## config.mk

```make
export PLATFORM = sky130hd
export DESIGN_NAME = hfc_mul
export DESIGN_NICKNAME = d
export VERILOG_FILES = /design/src/rtl/core/haversine_footprint_check_assert.svh /design/src/rtl/core/hfc_pkg.sv /design/src/rtl/core/hfc_mul.sv
export SDC_FILE = /design/constraint.sdc
export NUM_CORES = 2
export LEC_CHECK = 0
export BUFFER_PORTS_ARGS = -buffer_cell sky130_fd_sc_hd__buf_2
export CORE_MARGIN = 8
export CORE_UTILIZATION = 65
export CTS_BUF_LIST = sky130_fd_sc_hd__clkbuf_4
export DETAILED_ROUTE_END_ITERATION = 8
export PLACE_DENSITY = 0.83
export SLEW_MARGIN = 10
export SYNTH_ARGS = -nofsm -noshare
export SYNTH_HDL_FRONTEND = slang
export SYNTH_SLANG_ARGS = --single-unit
```

## constraint.sdc

```tcl
create_clock -name clk -period 13 [get_ports clk]
set_clock_uncertainty 0.2 [all_clocks]
set_input_delay 1.3 -clock clk [delete_from_list [all_inputs] [get_ports clk]]
set_output_delay 1.3 -clock clk [all_outputs]
set_load 0.01 [all_outputs]
```

## src/rtl/core/haversine_footprint_check_assert.svh

```systemverilog
// Assertion macros for the haversine footprint check.
`ifndef HAVERSINE_FOOTPRINT_CHECK_ASSERT_SVH
`define HAVERSINE_FOOTPRINT_CHECK_ASSERT_SVH

// same-cycle implication, disabled during reset
`define HFC_ASSERT_IMP(lbl, clk, rst_n, ante, cons) \
	lbl: assert property (@(posedge clk) disable iff (!rst_n) (ante) |-> (cons)) \
		else $error("hfc assertion failed");

// next-cycle implication, disabled during reset
`define HFC_ASSERT_NXT(lbl, clk, rst_n, ante, cons) \
	lbl: assert property (@(posedge clk) disable iff (!rst_n) (ante) |=> (cons)) \
		else $error("hfc assertion failed");

`endif

```

## src/rtl/core/hfc_pkg.sv

```systemverilog
// Package: constants, elaboration-time tables and types of the haversine footprint check.
package hfc_pkg;

	localparam int CORDIC_ITERATIONS = 32;
	localparam int ITER_W = $clog2(CORDIC_ITERATIONS);
	localparam int SQRT_STEPS = 61;
	localparam int SQRT_W = $clog2(SQRT_STEPS);

	typedef logic signed [63:0] q60_t;
	typedef q60_t atan_tab_t [CORDIC_ITERATIONS];

	localparam logic [63:0] PI_Q62 = 64'hC90FDAA22168C235;
	localparam logic [63:0] HALF_TURN_UNITS = 64'd1800000000;
	localparam logic [32:0] FULL_TURN_UNITS = 33'd3600000000;
	localparam q60_t ONE_Q60 = q60_t'(64'd1 << 60);
	localparam q60_t PI_Q60 = q60_t'((PI_Q62 + 64'd2) >> 2);
	localparam q60_t HALF_PI_Q60 = q60_t'((PI_Q62 + 64'd4) >> 3);
	localparam q60_t TWO_RADIUS_MM = q60_t'(64'd12742017600);
	localparam logic [63:0] DISTANCE_MAX = 64'd20015115071;
	localparam logic [34:0] RADIUS_RESET = 35'd1000000;

	localparam logic [63:0] RAD_Q1 = PI_Q62 / HALF_TURN_UNITS;
	localparam logic [63:0] RAD_R1 = PI_Q62 % HALF_TURN_UNITS;
	localparam logic [63:0] RAD_SCALE = (RAD_Q1 << 30) +
		((RAD_R1 << 30) + HALF_TURN_UNITS / 64'd2) / HALF_TURN_UNITS;

	// restoring division, elaboration only
	function automatic logic [63:0] cdiv(input logic [63:0] n, input logic [63:0] d);
		logic [64:0] r;
		logic [63:0] q;
		r = '0;
		q = '0;
		for (int b = 63; b >= 0; b--) begin
			r = {r[63:0], n[b]};
			if (r >= {1'b0, d}) begin
				r = r - {1'b0, d};
				q[b] = 1'b1;
			end
		end
		return q;
	endfunction

	// Q60 product, rounded half up on the magnitude
	function automatic q60_t cmulq(input q60_t a, input q60_t b);
		logic [63:0] ma;
		logic [63:0] mb;
		logic [127:0] p;
		logic [63:0] r;
		ma = a[63] ? 64'(-a) : 64'(a);
		mb = b[63] ? 64'(-b) : 64'(b);
		p = {64'd0, ma} * {64'd0, mb} + (128'd1 << 59);
		r = p[123:60];
		return (a[63] ^ b[63]) ? q60_t'(-r) : q60_t'(r);
	endfunction

	function automatic atan_tab_t build_atan();
		atan_tab_t t;
		q60_t sum;
		int e;
		logic [63:0] term;
		t[0] = q60_t'((PI_Q62 + 64'd8) >> 4);
		for (int i = 1; i < CORDIC_ITERATIONS; i++) begin
			sum = '0;
			for (int k = 0; k < 32; k++) begin
				e = 60 - i * (2 * k + 1);
				if (e >= 0) begin
					term = cdiv(64'd1 << e, 64'(2 * k + 1));
					sum = (k % 2 == 1) ? sum - q60_t'(term) : sum + q60_t'(term);
				end
			end
			t[i] = sum;
		end
		return t;
	endfunction

	// 1/G^2 by Newton iteration
	function automatic q60_t build_inv_gain_sq();
		logic [63:0] g;
		q60_t y;
		g = 64'd2 << 60;
		for (int i = 1; i < CORDIC_ITERATIONS; i++)
			if (2 * i < 63)
				g = g + (g >> (2 * i));
		y = (ONE_Q60 / 100) * 37;
		for (int i = 0; i < 8; i++)
			y = cmulq(y, (ONE_Q60 <<< 1) - cmulq(q60_t'(g), y));
		return y;
	endfunction

	localparam atan_tab_t ATAN_TAB = build_atan();
	localparam q60_t INV_GAIN_SQ = build_inv_gain_sq();

	typedef enum logic [1:0] {
		REG_ORIGIN_LAT = 2'd0,
		REG_ORIGIN_LON = 2'd1,
		REG_RADIUS     = 2'd2
	} cfg_reg_t;

	typedef enum logic [1:0] {
		SHR_32,
		SHR_33,
		SHR_60
	} mul_shift_t;

	typedef enum logic {
		CM_ROTATE,
		CM_VECTOR
	} cordic_mode_t;

	typedef enum logic [1:0] {
		TR_DLAT,
		TR_DLON,
		TR_OLAT,
		TR_LAT
	} trig_step_t;

	typedef enum logic [2:0] {
		PS_S1SQ,
		PS_S1G,
		PS_C1C2,
		PS_C1G,
		PS_S2SQ,
		PS_S2G,
		PS_FINAL
	} prod_step_t;

	typedef enum logic [3:0] {
		ST_IDLE,
		ST_PREP,
		ST_ANG,
		ST_ANG_W,
		ST_ROT_W,
		ST_PROD,
		ST_PROD_W,
		ST_SUM,
		ST_SQRT_LD,
		ST_SQRT,
		ST_VEC,
		ST_VEC_W,
		ST_DIST,
		ST_DIST_W,
		ST_FIN
	} state_t;

	typedef struct packed {
		logic       start;
		q60_t       a;
		q60_t       b;
		mul_shift_t shift;
	} mul_req_t;

	typedef struct packed {
		logic done;
		q60_t result;
	} mul_rsp_t;

	typedef struct packed {
		logic         start;
		cordic_mode_t mode;
		q60_t         x0;
		q60_t         y0;
		q60_t         z0;
	} cordic_req_t;

	typedef struct packed {
		logic done;
		q60_t x;
		q60_t y;
		q60_t z;
	} cordic_rsp_t;

endpackage

```

## src/rtl/core/hfc_mul.sv

```systemverilog
// Sign-magnitude 64x64 multiply with rounded right shift on one 32x32 multiplier.
module hfc_mul (
	input  logic             clk,
	input  logic             arst_n,
	input  hfc_pkg::mul_req_t req,
	output hfc_pkg::mul_rsp_t rsp
);
	import hfc_pkg::*;

	localparam logic [2:0] PP_LAST = 3'd3;
	localparam logic [2:0] CNT_LAST = 3'd5;

	logic         busy_q;
	logic         done_q;
	logic [2:0]   cnt_q;
	logic [63:0]  am_q;
	logic [63:0]  bm_q;
	logic         neg_q;
	mul_shift_t   sh_q;
	logic [127:0] acc_q;
	logic [63:0]  pp_s1;
	logic [1:0]   off_s1;
	q60_t         res_q;

	logic [31:0]  a_half;
	logic [31:0]  b_half;
	logic [127:0] pp_ext;
	logic [127:0] rnd;
	logic [127:0] acc_sh;
	logic [63:0]  mag;

	assign a_half = cnt_q[1] ? am_q[63:32] : am_q[31:0];
	assign b_half = cnt_q[0] ? bm_q[63:32] : bm_q[31:0];

	always_comb begin
		case (off_s1)
			2'd0:    pp_ext = {64'd0, pp_s1};
			2'd1:    pp_ext = {32'd0, pp_s1, 32'd0};
			2'd2:    pp_ext = {pp_s1, 64'd0};
			default: pp_ext = '0;
		endcase
		case (req.shift)
			SHR_32:  rnd = 128'd1 << 31;
			SHR_33:  rnd = 128'd1 << 32;
			default: rnd = 128'd1 << 59;
		endcase
		case (sh_q)
			SHR_32:  acc_sh = acc_q >> 32;
			SHR_33:  acc_sh = acc_q >> 33;
			default: acc_sh = acc_q >> 60;
		endcase
		mag = acc_sh[63:0];
	end

	always_ff @(posedge clk or negedge arst_n) begin
		if (!arst_n) begin
			busy_q <= 1'b0;
			done_q <= 1'b0;
			cnt_q  <= '0;
		end else begin
			done_q <= 1'b0;
			if (req.start) begin
				busy_q <= 1'b1;
				cnt_q  <= '0;
			end else if (busy_q) begin
				cnt_q <= cnt_q + 3'd1;
				if (cnt_q == CNT_LAST) begin
					busy_q <= 1'b0;
					done_q <= 1'b1;
				end
			end
		end
	end

	always_ff @(posedge clk) begin
		if (req.start) begin
			am_q  <= req.a[63] ? 64'(-req.a) : 64'(req.a);
			bm_q  <= req.b[63] ? 64'(-req.b) : 64'(req.b);
			neg_q <= req.a[63] ^ req.b[63];
			sh_q  <= req.shift;
			acc_q <= rnd;
		end else if (busy_q) begin
			if (cnt_q <= PP_LAST) begin
				pp_s1  <= {32'd0, a_half} * {32'd0, b_half};
				off_s1 <= 2'({1'b0, cnt_q[1]} + {1'b0, cnt_q[0]});
			end
			if (cnt_q != 3'd0 && cnt_q <= PP_LAST + 3'd1)
				acc_q <= acc_q + pp_ext;
			if (cnt_q == CNT_LAST)
				res_q <= neg_q ? q60_t'(-mag) : q60_t'(mag);
		end
	end

	assign rsp.done = done_q;
	assign rsp.result = res_q;

endmodule

```

==> qor.txt <==
Outcome - finished with violations
Failing checks - design-rule violations
Worst skew pair latency - 1.07 ns
Worst r2r src - cnt_q[0]
Vias in the first global route - 53,050
Layout Nets - 8,124
Post-synth cell types - 86
Min Tclk post-route - 10.13 ns
TritonCTS clock tree - yes
Cts hold-fix bufs - 1
GR Layer Usage met2 - 0.6283
Total wire length - 210.1 mm
RSZ-0062 raised after global routing - false
GRT Util Overall - 0.4051
CTS H-tree lvls - 3
Fmax - 98.71 MHz
Startpoint types - flop
Post-Syn Instances - 6,656
Hold crit path type - in -> reg
Clock-pin slew on the worst setup and hold paths - 0.07 ns
R2r setup slk - 2.87 ns
Worst setup path endpoint - pp_s1[55]
TritonCTS buffer count - 105
Iter 0 DRT Violations - 6,001
Final setup fails - 0
Worst-margin pin slew - 1.154 ns
Core region area - 92,770 sq um
Post-synthesis sequential area ratio - 0.1935
Avg Vias per Cell - 6.391
Die height - 320.8 um
Ports - 198
Clock root buffer - clkbuf_4
Initial Util - 0.6510
Mapped cell area - 60,400 sq um
Antenna violations before repair - 8
Hold_sp - req[1]
GP Congestion - 1.063
Avg WL per Cell - 26.15 um
Routed via count - 51,360
EDFF count, synth - 385
Largest net degree at the start of global routing - 94
Synth top cells by count - nor2_1, inv_1, fa_1
Syn nets - 8,079
Grt total ovfl - 0
Post-route ant nets - 0
Clk buf depth - 3
Synth area leaders - fa_1, edfxtp_1, ha_1
Setup crit start - cnt_q[0]
Die footprint - 102,900 sq um
Main flop type after synthesis - edfxtp_1
Post-route setup TNS - 0 ns
Gr busiest metal - met2
DRC Markers - 1
Setup bufs post-CTS - 0
Synth async-reset ratio - 0.01282
Data arrival time of the worst path - 10.74 ns
CTS Sinks - 390
Yosys Warn Count - 0
# Max-Cap Violations - 0
M3 GR Usage - 0.1379
Final worst path period share - 0.7793
Final Hold Viols - 0
First-pass GRT wire length - 313.1 mm
Most numerous cell in the Yosys netlist - nor2_1
HPWL after DPL - 163.0 mm
Slew Limit Headroom - 0.2143
GR Layer Usage met1 - 0.4504
Die width - 320.8 um
Pre-antenna DRT Iters - 9
Critical Path RT - 13.61 ns
Crit Path Class - reg -> reg
Slew Viols, Final - 0
Yosys top cell area share - 0.2973
Synth Area per Inst - 9.074 sq um
Post-CTS sizing - 0
R2R depth - 24
Row cnt - 112
Share of cells above drive strength 1 - 0.08942
Seq cells post-synth - 390
CP endpoint kind - flop
Dominant cell type by area after synthesis - fa_1
# fillers - 7,153
PortBufs - 197
Area growth, synth to finish - 5.765%
Reg-to-reg critical path endpoint - pp_s1[55]
CP max FO - 65
[cell type report]
cell class	instances	area, sq um	share of cell area
multi-input cells	5014	44270	0.6930
flip-flops and latches	390	11690	0.1831
inverters	917	3442	0.05388
repair buffers	273	1569	0.02456
well taps	1254	1569	0.02456
clock buffers	131	983.4	0.01540
clock inverters	52	341.6	0.005347
diodes	6	15.01	0.0002350
[worst min-delay path by stage]
stage / slack [ns] / cells past startpoint / end
after floorplan: 0.38 / 2 / done_q
after global placement: 0.45 / 2 / cnt_q[2]
after detailed placement: 0.46 / 2 / cnt_q[2]
after CTS: 0.22 / 1 / sh_q[1]
after global routing: 0.18 / 1 / sh_q[1]
final: 0.25 / 1 / sh_q[1]
[layout by cell type (no fill, tap or decap), drive strengths merged, types with 29 or more instances in the layout]
cell / count
a21o: 89
a21oi: 286
a22o: 33
a31oi: 32
and2: 72
buf: 272
clkbuf: 131
clkinv: 45
edfxtp: 385
fa: 897
ha: 393
inv: 919
mux2: 84
mux2i: 160
nand2: 716
nand2b: 30
nand3: 65
nand4: 80
nor2: 927
nor2b: 29
nor3: 78
nor4: 31
o21a: 38
o21ai: 253
o21bai: 52
o31ai: 62
or3: 39
xnor2: 243
xor2: 95
[critical path: stages (launching register included)]
cell,delay (ns)
dfrtp_4,1.14
mux2_2,1.06
nand2_1,0.20
fa_1,0.59
inv_1,0.05
fa_1,0.50
inv_1,0.06
fa_1,0.55
inv_1,0.05
fa_1,0.41
fa_1,0.54
fa_1,0.45
fa_1,0.41
fa_1,0.48
ha_1,0.42
a21o_1,0.22
a21o_1,0.19
o21a_1,0.21
nand4bb_1,0.19
a311oi_1,0.44
nor3_1,0.15
nor4_1,0.73
o31ai_1,0.23
a31oi_1,0.27
xnor2_1,0.09
[per-layer routing]
| metal | part of all wire | vias up |
|---|---|---|
| met3 | 0.13 | 1174 |
| met2 | 0.44 | 3794 |
| met1 | 0.32 | 24470 |
| met4 | 0.11 | 4 |
| met5 | 0.00011 | - |
| li1 | - | 21920 |
[cells by family after synthesis]
| group | count (synthesis) | share of synthesized area |
|---|---|---|
| simple gates | 2159 | 0.1556 |
| buf+inv | 1252 | 0.07835 |
| fa+ha+maj | 1290 | 0.3787 |
| flops | 390 | 0.1935 |
| xor+xnor | 338 | 0.04901 |
| mux | 244 | 0.04218 |
| compound gates | 983 | 0.1027 |
[registers in the layout, summed over array words and instances (netlist names)]
name,cells
bm_q,64
off_s1,2
acc_q,124
res_q,64
pp_s1,64
busy_q,1
sh_q,2
neg_q,1
done_q,1
cnt_q,3
am_q,64
[per-stage QoR]
step	instances	hold WS, ns	worst slack (ns)	util	cell area [sq um]
global placement	7847	0.4480	3.299	0.6739	62520
finish	8037	0.2508	2.869	0.6886	63880
CTS	8031	0.2179	3.132	0.6883	63850
global route	8036	0.1789	2.534	0.6886	63880
floorplan	6656	0.3782	3.882	-	60400
detailed placement	7847	0.4615	3.092	0.6739	62520
Power is not shown: default switching activity piles up to over one toggle a cycle in this logic, so the estimate is an artifact.
